`src/rtl/rmg_pkg.sv`:
```
// Package for the random mute gate: shared constants, register indexes and the
// structs passed between the configuration, control and scaling modules.
// No dependencies.
`default_nettype none

package rmg_pkg;

  // Amplitude and probability are U1.16, so unity is 2^16.
  localparam int unsigned GainW = 17;
  localparam logic [GainW-1:0] GAIN_ONE = 17'h10000;

  // Configuration port geometry.
  localparam int unsigned CfgAddrW = 3;
  localparam int unsigned CfgDataW = 17;

  // Register indexes.
  localparam logic [CfgAddrW-1:0] REG_PROB_KNOB  = 3'd0;
  localparam logic [CfgAddrW-1:0] REG_FADE_EN    = 3'd1;
  localparam logic [CfgAddrW-1:0] REG_FADE_STEP  = 3'd2;
  localparam logic [CfgAddrW-1:0] REG_TRIG_HIGH  = 3'd3;
  localparam logic [CfgAddrW-1:0] REG_TRIG_LOW   = 3'd4;

  // Register reset values.
  localparam logic [16:0]        RST_PROB_KNOB = 17'd32768;
  localparam logic               RST_FADE_EN   = 1'b0;
  localparam logic [16:0]        RST_FADE_STEP = 17'd328;
  localparam logic signed [15:0] RST_TRIG_HIGH = 16'sd2048;
  localparam logic signed [15:0] RST_TRIG_LOW  = 16'sd0;

  // Stream payload widths.
  localparam int unsigned InDataW  = 72;
  localparam int unsigned OutDataW = 16;

  // Current register contents.
  typedef struct packed {
    logic [16:0]        prob_knob;
    logic               fade_en;
    logic [16:0]        fade_step;
    logic signed [15:0] trig_high;
    logic signed [15:0] trig_low;
  } cfg_t;

  // One unpacked input transaction.
  typedef struct packed {
    logic               frame_start;
    logic signed [15:0] trigger_level;
    logic signed [15:0] cv_level;
    logic               cv_present;
    logic [15:0]        random_draw;
    logic signed [15:0] sample_in;
  } item_t;

  // Item handed from the control pipeline to the scaling stage.
  typedef struct packed {
    logic               valid;
    logic signed [15:0] sample;
    logic [GainW-1:0]   gain;
  } scale_req_t;

endpackage

`default_nettype wire

```
`src/rtl/rmg_cfg.sv`:
```
// Configuration register file of the random mute gate.
// Depends on rmg_pkg for register indexes, reset values and cfg_t.
`default_nettype none

module rmg_cfg (
  input  wire logic                          clk,
  input  wire logic                          rst_n,
  input  wire logic                          cfg_wr_en,
  input  wire logic [rmg_pkg::CfgAddrW-1:0]  cfg_addr,
  input  wire logic [rmg_pkg::CfgDataW-1:0]  cfg_wdata,
  output rmg_pkg::cfg_t                      cfg
);

  rmg_pkg::cfg_t cfg_r;
  rmg_pkg::cfg_t cfg_nxt;

  // Decode a write into the addressed register; other indexes are ignored.
  always_comb begin
    cfg_nxt = cfg_r;
    if (cfg_wr_en) begin
      case (cfg_addr)
        rmg_pkg::REG_PROB_KNOB: cfg_nxt.prob_knob = cfg_wdata;
        rmg_pkg::REG_FADE_EN:   cfg_nxt.fade_en   = cfg_wdata[0];
        rmg_pkg::REG_FADE_STEP: cfg_nxt.fade_step = cfg_wdata;
        rmg_pkg::REG_TRIG_HIGH: cfg_nxt.trig_high = $signed(cfg_wdata[15:0]);
        rmg_pkg::REG_TRIG_LOW:  cfg_nxt.trig_low  = $signed(cfg_wdata[15:0]);
        default:                cfg_nxt = cfg_r;
      endcase
    end
  end

  always_ff @(posedge clk) begin
    if (!rst_n) begin
      cfg_r.prob_knob <= rmg_pkg::RST_PROB_KNOB;
      cfg_r.fade_en   <= rmg_pkg::RST_FADE_EN;
      cfg_r.fade_step <= rmg_pkg::RST_FADE_STEP;
      cfg_r.trig_high <= rmg_pkg::RST_TRIG_HIGH;
      cfg_r.trig_low  <= rmg_pkg::RST_TRIG_LOW;
    end else begin
      cfg_r <= cfg_nxt;
    end
  end

  assign cfg = cfg_r;

endmodule

`default_nettype wire

```
`src/rtl/rmg_ctrl.sv`:
```
// Control pipeline of the random mute gate: input register, probability stage,
// and the state stage (Schmitt trigger, mute decision, amplitude update).
// Depends on rmg_pkg for cfg_t, item_t and scale_req_t.
`default_nettype none

module rmg_ctrl (
  input  wire logic                 clk,
  input  wire logic                 rst_n,
  input  wire rmg_pkg::cfg_t        cfg,
  input  wire logic                 in_valid,
  output logic                      in_ready,
  input  wire rmg_pkg::item_t       in_item,
  input  wire logic                 s3_ready,
  output rmg_pkg::scale_req_t       s3
);

  // Reciprocal of 5 scaled by 2^22, with the factor 16 of the CV scaling folded
  // in: floor(mag * 16 / 5) = (mag * DIV5_RECIP) >> 18, exact for 16-bit mag.
  localparam logic [19:0] DIV5_RECIP = 20'd838861;

  // CV term in U1.16: cv * 16 / 5, truncated toward zero.
  function automatic logic signed [18:0] cv_term(input logic signed [15:0] cv);
    logic [15:0] mag;
    logic [35:0] prod;
    logic [17:0] q;
    mag  = cv[15] ? (~cv + 16'd1) : cv;
    prod = {20'd0, mag} * {16'd0, DIV5_RECIP};
    q    = prod[35:18];
    return cv[15] ? -$signed({1'b0, q}) : $signed({1'b0, q});
  endfunction

  // Saturate a signed sum to the 0..1.0 range of U1.16.
  function automatic logic [16:0] clamp_one(input logic signed [18:0] v);
    if (v < 0) begin
      return 17'd0;
    end else if (v > $signed({2'b00, rmg_pkg::GAIN_ONE})) begin
      return rmg_pkg::GAIN_ONE;
    end else begin
      return v[16:0];
    end
  endfunction

  // Stage 1: input register.
  logic           v1_r;
  rmg_pkg::item_t item1_r;

  // Stage 2: probability and trigger compares.
  logic               v2_r;
  logic               frame2_r;
  logic               ge_hi2_r;
  logic               le_lo2_r;
  logic [15:0]        draw2_r;
  logic [16:0]        prob2_r;
  logic signed [15:0] sample2_r;

  // Stage 3: sample waiting for the multiplier.
  logic               v3_r;
  logic signed [15:0] sample3_r;

  // Control state.
  logic        trig_hi_r;
  logic        muted_r;
  logic [16:0] gain_r;
  logic        trig_hi_nxt;
  logic        muted_nxt;
  logic [16:0] gain_nxt;

  // Stage handshakes: a stage may load when it is empty or drains this cycle.
  logic rdy1;
  logic rdy2;
  logic rdy3;
  logic adv2;

  assign rdy3     = !v3_r || s3_ready;
  assign rdy2     = !v2_r || rdy3;
  assign rdy1     = !v1_r || rdy2;
  assign adv2     = v2_r && rdy3;
  assign in_ready = rdy1;

  // Probability: knob plus optional CV term, clamped.
  logic signed [18:0] prob_sum;
  logic [16:0]        prob_nxt;
  logic               ge_hi;
  logic               le_lo;

  always_comb begin
    prob_sum = $signed({2'b00, cfg.prob_knob})
             + (item1_r.cv_present ? cv_term(item1_r.cv_level) : 19'sd0);
    prob_nxt = clamp_one(prob_sum);
    ge_hi    = $signed(item1_r.trigger_level) >= $signed(cfg.trig_high);
    le_lo    = $signed(item1_r.trigger_level) <= $signed(cfg.trig_low);
  end

  // State update: Schmitt trigger, mute draw on a rising edge, amplitude.
  logic               rising;
  logic signed [18:0] fade_sum;

  always_comb begin
    rising      = !trig_hi_r && ge_hi2_r;
    trig_hi_nxt = trig_hi_r ? !le_lo2_r : ge_hi2_r;
    muted_nxt   = rising ? ({1'b0, draw2_r} < prob2_r) : muted_r;
    fade_sum    = muted_nxt ? $signed({2'b00, gain_r}) - $signed({2'b00, cfg.fade_step})
                            : $signed({2'b00, gain_r}) + $signed({2'b00, cfg.fade_step});
    if (cfg.fade_en) begin
      gain_nxt = clamp_one(fade_sum);
    end else begin
      gain_nxt = muted_nxt ? 17'd0 : rmg_pkg::GAIN_ONE;
    end
  end

  // Pipeline valid bits.
  always_ff @(posedge clk) begin
    if (!rst_n) begin
      v1_r <= 1'b0;
      v2_r <= 1'b0;
      v3_r <= 1'b0;
    end else begin
      if (rdy1) begin
        v1_r <= in_valid;
      end
      if (rdy2) begin
        v2_r <= v1_r;
      end
      if (rdy3) begin
        v3_r <= v2_r;
      end
    end
  end

  // Pipeline payload.
  always_ff @(posedge clk) begin
    if (rdy1 && in_valid) begin
      item1_r <= in_item;
    end
    if (rdy2 && v1_r) begin
      frame2_r  <= item1_r.frame_start;
      ge_hi2_r  <= ge_hi;
      le_lo2_r  <= le_lo;
      draw2_r   <= item1_r.random_draw;
      prob2_r   <= prob_nxt;
      sample2_r <= item1_r.sample_in;
    end
    if (adv2) begin
      sample3_r <= sample2_r;
    end
  end

  // Control state moves only when a frame-start transaction leaves stage 2.
  always_ff @(posedge clk) begin
    if (!rst_n) begin
      trig_hi_r <= 1'b0;
      muted_r   <= 1'b0;
      gain_r    <= 17'd0;
    end else if (adv2 && frame2_r) begin
      trig_hi_r <= trig_hi_nxt;
      muted_r   <= muted_nxt;
      gain_r    <= gain_nxt;
    end
  end

  // gain_r changes only when stage 3 loads, so it belongs to the stage 3 sample.
  assign s3.valid  = v3_r;
  assign s3.sample = sample3_r;
  assign s3.gain   = gain_r;

  a_gain_range: assert property (@(posedge clk) disable iff (!rst_n)
    gain_r <= rmg_pkg::GAIN_ONE)
    else $error("amplitude above unity");

  a_state_hold: assert property (@(posedge clk) disable iff (!rst_n)
    !adv2 |=> $stable(gain_r) && $stable(muted_r) && $stable(trig_hi_r))
    else $error("control state changed without a transaction leaving stage 2");

  a_hard_switch: assert property (@(posedge clk) disable iff (!rst_n)
    adv2 && frame2_r && !cfg.fade_en |=>
      gain_r == (muted_r ? 17'd0 : rmg_pkg::GAIN_ONE))
    else $error("amplitude not switched to its target with fade off");

  a_s3_hold: assert property (@(posedge clk) disable iff (!rst_n)
    v3_r && !s3_ready |=> v3_r && $stable(sample3_r))
    else $error("stage 3 item lost while the scaler stalls");

endmodule

`default_nettype wire

```
`src/rtl/rmg_scale.sv`:
```
// Output stage of the random mute gate: multiplies the sample by the amplitude,
// truncates toward zero and holds the result in the output register.
// Depends on rmg_pkg for scale_req_t.
`default_nettype none

module rmg_scale (
  input  wire logic                          clk,
  input  wire logic                          rst_n,
  input  wire rmg_pkg::scale_req_t           s3,
  output logic                               s3_ready,
  output logic                               out_valid,
  input  wire logic                          out_ready,
  output logic [rmg_pkg::OutDataW-1:0]       out_data
);

  logic                         out_v_r;
  logic [rmg_pkg::OutDataW-1:0] out_data_r;

  // Signed product, then a bias on negative values so the shift rounds to zero.
  logic signed [33:0] prod;
  logic signed [33:0] adj;

  always_comb begin
    prod = s3.sample * $signed({1'b0, s3.gain});
    adj  = prod + (prod[33] ? 34'sd65535 : 34'sd0);
  end

  assign s3_ready = !out_v_r || out_ready;

  always_ff @(posedge clk) begin
    if (!rst_n) begin
      out_v_r <= 1'b0;
    end else if (s3_ready) begin
      out_v_r <= s3.valid;
    end
  end

  always_ff @(posedge clk) begin
    if (s3_ready && s3.valid) begin
      out_data_r <= adj[31:16];
    end
  end

  assign out_valid = out_v_r;
  assign out_data  = out_data_r;

endmodule

`default_nettype wire

```
`src/rtl/random_mute_gate_with_fade.sv`:
```
// Random mute gate with fade: top level.
// Depends on rmg_pkg, rmg_cfg, rmg_ctrl and rmg_scale.
//
// Use: each input transaction is one channel sample. in_tuser marks the first
// channel of a frame; only that transaction runs the control path (Schmitt
// trigger on the trigger voltage, random mute decision on a rising edge, and
// the amplitude step). Every sample, the first one included, leaves scaled by
// the amplitude after that update, one output transaction per input.
// Registers must be written through cfg_wr_en/cfg_addr/cfg_wdata only while
// no transaction is in flight (not enforced by the block); indexes above the
// register list are ignored. A transaction passes the input register,
// probability stage, state stage and multiplier into the output register
// before out_tvalid. With out_tready high, throughput is one transaction per
// cycle: the amplitude recurrence closes within the single state stage.
// Reset (rst_n low, synchronous) empties the pipeline, restores the register
// defaults, and clears trigger, mute and amplitude, so output is silent until
// the first frame start. When out_tready is low, the output register holds its
// transaction and the stages behind it keep filling; in_tready drops only once
// every stage is occupied.
`default_nettype none

module random_mute_gate_with_fade (
  input  wire logic                          clk,
  input  wire logic                          rst_n,
  input  wire logic                          in_tvalid,
  output logic                               in_tready,
  // trigger_level[15:0], cv_level[31:16], cv_present[32], random_draw[48:33],
  // sample_in[64:49], zero pad[71:65]
  input  wire logic [rmg_pkg::InDataW-1:0]   in_tdata,
  // frame_start[0]
  input  wire logic                          in_tuser,
  output logic                               out_tvalid,
  input  wire logic                          out_tready,
  // sample_out[15:0]
  output logic [rmg_pkg::OutDataW-1:0]       out_tdata,
  input  wire logic                          cfg_wr_en,
  input  wire logic [rmg_pkg::CfgAddrW-1:0]  cfg_addr,
  input  wire logic [rmg_pkg::CfgDataW-1:0]  cfg_wdata
);

  rmg_pkg::cfg_t       cfg;
  rmg_pkg::item_t      in_item;
  rmg_pkg::scale_req_t s3;
  logic                s3_ready;

  // Unpack the input transaction.
  always_comb begin
    in_item.frame_start   = in_tuser;
    in_item.trigger_level = $signed(in_tdata[15:0]);
    in_item.cv_level      = $signed(in_tdata[31:16]);
    in_item.cv_present    = in_tdata[32];
    in_item.random_draw   = in_tdata[48:33];
    in_item.sample_in     = $signed(in_tdata[64:49]);
  end

  rmg_cfg u_cfg (
    .clk       (clk),
    .rst_n     (rst_n),
    .cfg_wr_en (cfg_wr_en),
    .cfg_addr  (cfg_addr),
    .cfg_wdata (cfg_wdata),
    .cfg       (cfg)
  );

  rmg_ctrl u_ctrl (
    .clk      (clk),
    .rst_n    (rst_n),
    .cfg      (cfg),
    .in_valid (in_tvalid),
    .in_ready (in_tready),
    .in_item  (in_item),
    .s3_ready (s3_ready),
    .s3       (s3)
  );

  rmg_scale u_scale (
    .clk       (clk),
    .rst_n     (rst_n),
    .s3        (s3),
    .s3_ready  (s3_ready),
    .out_valid (out_tvalid),
    .out_ready (out_tready),
    .out_data  (out_tdata)
  );

endmodule

`default_nettype wire
```
`config.mk`:
```
export PLATFORM = sky130hd
export DESIGN_NAME = random_mute_gate_with_fade
export DESIGN_NICKNAME = d
export VERILOG_FILES = /design/src/rtl/rmg_pkg.sv /design/src/rtl/rmg_cfg.sv /design/src/rtl/rmg_ctrl.sv /design/src/rtl/rmg_scale.sv /design/src/rtl/random_mute_gate_with_fade.sv
export SDC_FILE = /design/constraint.sdc
export NUM_CORES = 1
export LEC_CHECK = 0
export BUFFER_PORTS_ARGS = -buffer_cell sky130_fd_sc_hd__buf_2
export CAP_MARGIN = 20
export CORE_ASPECT_RATIO = 0.8
export CORE_UTILIZATION = 30
export CTS_CLUSTER_SIZE = 25
export DETAILED_ROUTE_END_ITERATION = 16
export SYNTH_ARGS = -nofsm -noshare
export SYNTH_HDL_FRONTEND = slang
export SYNTH_HIERARCHICAL = 1
export SYNTH_SLANG_ARGS = --single-unit
```
`constraint.sdc`:
```
create_clock -name clk -period 12.7 [get_ports clk]
set_clock_uncertainty 0.2 [all_clocks]
set_input_delay 1.905 -clock clk [delete_from_list [all_inputs] [get_ports clk]]
set_output_delay 1.905 -clock clk [all_outputs]
set_load 0.01 [all_outputs]
```
==> flow_summary.yaml, run 1 <==
status:
  status: "finished, final reports clean"
timing:
  max_freq_mhz: 84.8
  setup_viol: 0
  fin_tns_setup_ns: 0
  hold_viol_final: 0
  worstMarginPinSlew_ns: 1.13
  rsz0062_at_grt: "no"
  period_minus_slack_ns: 11.79
  slew_headroom_pct: 24.7
  slew_viol_final: 0
  fin_crit_sh_pct: 92.9
worst_setup_path:
  critical_path_class: "reg2reg"
  cp.arrival_ns: 11.92
  critPathLaunchType: "flop"
  critPathCaptureType: "flop"
  cp_common_cell: "fa_1"
  cp_max_fo: 16
  worstSetupStartpoint: "u_ctrl/item1_r[38]"
  r2r-start: "u_ctrl/item1_r[38]"
  critPathMaxStageDelay_ns: 0.77
  required_ns: 12.83
  crit_slowest_cell: "o31ai_4"
routing:
  wl_met1_mm: 34.5
  wl_mm: 68.5
  drtPass1Iterations: 5
  routed.top_layer: "met4"
  wl_met2_mm: 28.9
  drt-vias-per-instance: 4.77
  wl_met3_mm: 4.10
  routedWlPerCell_um: 16.0
  final_antenna_net_count: 0
  route.detailed.drc: 0
  via_count: 20400
  drt_iter0_drc: 1329
clock_network:
  numClockSinks: 240
  cts_buffer_depth: 3
  cts-resized-gates: 0
  cts-root-buf: "clkbuf_16"
  path_clk_slew_ns: 0.07
  postCtsHoldBufs: 0
  cts_made_buffers: 29
  postCtsSetupBuffers: 0
  clk-insertion-delay-late_ns: 0.62
  cts_tree: "yes"
  cts_max_level: 1
floorplanning:
  core_sq_mm: 0.0919
  die_area_sq_mm: 0.0948
  boundaryPins: 116
  die-width_um: 344
  initial_core_util_pct: 30.6
  fp.dieH_um: 276
  rows: 99
global_routing:
  grt_pass1_wl_mm: 109
  antenna_found_initial: 0
  grt_max_degree: 59
  track_usage_pct: 14.4
  grt_overflow: 0
  grt_pass1_vias: 20300
synth:
  synthesis.area_sq_mm: 0.0281
  synth_seq_cells: 240
  ys_seq_area_share_pct: 22.5
  postSynthCellCount: 2982
  async_flop_share_pct: 0
  synth-edff-count: 150
  synth.net_count: 3723
  synth_warnings: 6
  avgSynthCellArea_sq_um: 9.42
  synth_cell_types: 102
  synth_flop_cell: "edfxtp_1"
final_layout:
  most-common-layout-cells: "inv_1, ha_1, nand2_1"
  areaGrowthSynthToFinish_pct: 10.1
  final_nets: 3792
  drive_gt1_share_pct: 7.68
  final_common_cell: "inv_1"
  diodes: 0
placed_design:
  hpwlAfterDp_mm: 54.3
  numPortBuffers: 108
  place.gp.congestion: 0.865
worst_hold_path:
  hp-start: "u_ctrl/item1_r[8]"
  hp-class: "reg2reg"
flow_run:
  drv_cap: 0
## per-stage QoR
stage | hold WS (ns) | cell area [sq um] | std cells | worst slack, ns | util [%]
after floorplan | 0.200 | 28100 | 2982 | 2.44 | -
after global placement | 0.201 | 29800 | 4227 | 1.04 | 32.5
after detailed placement | 0.205 | 29800 | 4227 | 1.02 | 32.5
after CTS | 0.202 | 30800 | 4279 | 0.915 | 33.5
after global routing | 0.220 | 30900 | 4284 | 0.190 | 33.6
final | 0.202 | 30900 | 4284 | 0.907 | 33.6
## metal layers
metal / vias up / global-route usage, %
li1: 10100 / -
met1: 9823 / 20.9
met2: 466 / 22.2
met3: 66 / 2.93
met4: 0 / 2.76
met5: - / 0
## cells in the mapped netlist (9+ instances only)
master / n / area, sq um
or4_1: 9 / 67.6
o2111ai_1: 9 / 78.8
clkbuf_1: 71 / 267
o21ai_0: 90 / 450
nor4_1: 12 / 75.1
edfxtp_1: 150 / 4500
xnor2_1: 79 / 692
a31oi_1: 17 / 106
o211ai_1: 13 / 97.6
nand2_1: 315 / 1180
a21oi_1: 122 / 611
and3_1: 14 / 87.6
mux2i_1: 79 / 791
nand4_1: 28 / 175
o21bai_1: 9 / 67.6
nand2b_1: 26 / 163
or3_1: 19 / 119
a21o_1: 41 / 308
inv_1: 524 / 1970
o31ai_1: 19 / 143
nor2b_1: 33 / 206
nor2_1: 100 / 375
nor3_1: 35 / 175
xor2_1: 23 / 201
fa_1: 287 / 5750
nand3_1: 33 / 165
o21a_1: 24 / 180
a22o_1: 18 / 158
a211oi_1: 30 / 225
and2_1: 145 / 907
ha_1: 356 / 4450
dfxtp_1: 90 / 1800
## critical path: cells and delay by family (launching register included)
| family | cells | cell delay [ns] |
|---|---|---|
| AO/OA/AOI/OAI | 13 | 3.45 |
| XOR/XNOR | 2 | 0.56 |
| adder cells (fa/ha/maj) | 9 | 3.91 |
| buffers and inverters | 3 | 0.29 |
| flip-flops | 1 | 0.43 |
| AND/OR/NAND/NOR | 9 | 2.65 |
## final cells by class
type / instances / area [sq um]
timing repair buffer: 134 / 803
sequential: 240 / 6310
fill: 9510 / 61000
inverter: 526 / 1970
multi-input combinational: 2120 / 19400
tap: 1212 / 1520
clock inverter: 20 / 226
clock buffer: 32 / 737
## cells by family (layout without fill, tap and decap cells)
family | after synthesis | after routing | share of synthesized area, %
buf+inv | 622 | 712 | 8.78
xor+xnor | 103 | 103 | 3.24
mux | 80 | 80 | 2.90
compound gates | 476 | 476 | 11.5
flops | 240 | 240 | 22.5
fa+ha+maj | 643 | 643 | 36.3
simple gates | 818 | 818 | 14.8
## sequential cells by signal, indices dropped and copies added (netlist names), 16 cells and up
signal / cells
u_ctrl/draw2_r: 16
u_ctrl/sample2_r: 16
u_ctrl/prob2_r: 17
u_cfg/cfg: 67
u_ctrl/gain_r: 17
u_ctrl/sample3_r: 16
u_ctrl/item1_r: 66
u_scale/out_data: 16
## worst paths after layout
check	endpoint	cells after the start	slack, ns
max	u_ctrl/prob2_r[11]	36	0.91
min	u_ctrl/sample2_r[8]	0	0.20
max reg2reg	u_ctrl/prob2_r[11]	36	0.91
min reg2reg	u_ctrl/sample2_r[8]	0	0.20
Power of run 1 is not shown: default switching activity piles up to over one toggle a cycle in this logic, so the estimate is an artifact.
==> run 2: changes to the inputs <==
Settings changed: ABC_AREA from default to 1, ABC_CLOCK_PERIOD_IN_PS from default to 12700.
==> run 2 against run 1 <==
  * Global-route usage is 1.2 points higher
  * Critical endpoint is now u_ctrl/prob2_r[15]
  * Critical path depth is 10 higher
  * First-iteration DRC count is 21% higher
  * Core utilization is 0.37 points lower
  * Cell count is 25% higher
  * Register-to-register slack better by 0.90 ns
  * Count of clock-buffer cells in the layout is 8 higher
  * Wire length is 14% higher
  * Setup slack better by 0.90 ns
  * Area after synthesis is 6.3% higher
  * Critical path type unchanged
==> flow_summary.yaml, run 2 <==
timing:
  hold_viol_final: 0
  slew_viol_final: 0
  worstMarginPinSlew_ns: 0.994
  setup_viol: 0
  fin_tns_setup_ns: 0
  fin_crit_sh_pct: 85.8
  max_freq_mhz: 91.8
  rsz0062_at_grt: "no"
  slew_headroom_pct: 33.6
  period_minus_slack_ns: 10.89
worst_setup_path:
  crit_slowest_cell: "edfxtp_1"
  cp_common_cell: "inv_1"
  rrSetupSlack_ns: 1.81
  critical_path_class: "reg2reg"
  critPathMaxStageDelay_ns: 0.60
  cp.arrival_ns: 11.13
  cp_max_fo: 16
  critPathLaunchType: "flop"
  critPathCaptureType: "flop"
  required_ns: 12.94
global_routing:
  grt_overflow: 0
  grt_max_degree: 71
  grt_pass1_vias: 24200
  antenna_found_initial: 4
  track_usage_pct: 15.7
  grt_pass1_wl_mm: 128
synth:
  synth_most_common_cell: "nand2_1"
  synth-edff-count: 150
  yosysTopAreaCell: "fa_1"
  synth_seq_cells: 240
  synth.net_count: 4705
  ys_top_cells_by_area: "fa_1, edfxtp_1, ha_1, nand2_1, inv_1"
  synth_flop_cell: "edfxtp_1"
  yosysTopAreaCellShare_pct: 19.2
  avgSynthCellArea_sq_um: 7.53
  synth_warnings: 6
  ys_top_cells_by_count: "nand2_1, inv_1, ha_1"
  async_flop_share_pct: 0
  synth_cell_types: 58
  ys_seq_area_share_pct: 21.1
  synthesis.area_sq_mm: 0.0298
  postSynthCellCount: 3964
routing:
  routedWlPerCell_um: 14.5
  drt-vias-per-instance: 4.53
  drtPass1Iterations: 7
  drt_iter0_drc: 1610
  via_count: 24300
  route.detailed.drc: 0
  wl_mm: 77.8
  final_antenna_net_count: 0
worst_hold_path:
  hp-class: "reg2reg"
final_layout:
  most-common-layout-cells: "nand2_1, inv_1, ha_1"
  drive_gt1_share_pct: 6.82
  areaGrowthSynthToFinish_pct: 9.88
  final_nets: 4765
  final_common_cell: "nand2_1"
  largest_reg_flops: 67
floorplanning:
  die_area_sq_mm: 0.101
  fp.dieH_um: 284
  boundaryPins: 116
  rows: 103
  initial_core_util_pct: 30.3
  die-width_um: 355
  core_sq_mm: 0.0986
clock_network:
  postCtsSetupBuffers: 0
  path_clk_slew_ns: 0.06
  postCtsHoldBufs: 0
  numClockSinks: 240
  clk-insertion-delay-late_ns: 0.62
  cts_made_buffers: 30
  cts-resized-gates: 0
  cts_tree: "yes"
  cts_buffer_depth: 3
  cts_max_level: 1
  cts-root-buf: "clkbuf_16"
placed_design:
  numPortBuffers: 108
  hpwlAfterDp_mm: 63.9
  place.gp.congestion: 0.929
status:
  status: "finished, final reports clean"
flow_run:
  drv_cap: 0
## run 2: cell count changes after synthesis, sizes merged, moves of 79 or more
cell | previous run | this run
and2 | 146 | 3
inv | 525 | 923
mux2i | 79 | 0
nand2 | 315 | 991
nand3 | 33 | 196
nor2 | 100 | 369
## run 2: metal layers
layer | GRT usage [%] | routed length, um | vias to the layer above
met5 | 0 | 0 | -
met4 | 3.65 | 1700 | 0
met3 | 1.84 | 4480 | 90
met2 | 24.0 | 32500 | 593
met1 | 23.4 | 39100 | 11300
li1 | - | - | 12300
## run 2: cell type report
type | instances | area (sq um)
repair buffers | 130 | 726
fillers | 10400 | 65800
diodes | 1 | 2.50
multi-input cells | 2696 | 19600
clock buffers | 40 | 838
clock inverters | 16 | 188
inverters | 926 | 3480
flip-flops and latches | 240 | 6310
well taps | 1312 | 1640
## run 2: final timing paths
check                                           from              endpoint  depth (start not counted)
worst max register to register    u_ctrl/item1_r[33]    u_ctrl/prob2_r[15]                         46
worst max-delay path              u_ctrl/item1_r[33]    u_ctrl/prob2_r[15]                         46
worst min register to register  u_ctrl/sample2_r[10]  u_ctrl/sample3_r[10]                          0
worst min-delay path            u_ctrl/sample2_r[10]  u_ctrl/sample3_r[10]                          0
## run 2: kinds of logic after synthesis
group,count (synthesis),share of synthesized area [%]
AND/OR/NAND/NOR,1665,23.4
flip-flops,240,21.1
buffers and inverters,1028,13.2
AO/OA/AOI/OAI,313,5.92
adder cells (fa/ha/maj),643,34.2
XOR/XNOR,75,2.23
## run 2: worst max-delay path, delay by kind of cell (launching register included)
| family | cells | cell delay, ns |
|---|---|---|
| AO/OA/AOI/OAI | 6 | 1.37 |
| XOR/XNOR | 3 | 0.77 |
| adder cells (fa/ha/maj) | 9 | 3.95 |
| buffers and inverters | 9 | 0.80 |
| flip-flops | 1 | 0.60 |
| AND/OR/NAND/NOR | 19 | 3.02 |
## run 2: through the flow
step | std cells | hold slack (ns) | utilization (%) | worst slack, ns | cell area (sq um)
final | 5361 | 0.216 | 33.3 | 1.81 | 32800
after global routing | 5361 | 0.222 | 33.3 | 1.13 | 32800
after CTS | 5359 | 0.217 | 33.2 | 1.99 | 32800
after detailed placement | 5303 | 0.205 | 32.2 | 2.09 | 31700
after global placement | 5303 | 0.200 | 32.2 | 1.99 | 31700
after floorplan | 3964 | 0.200 | - | 3.73 | 29800
Power of run 2 is left out for the same reason.
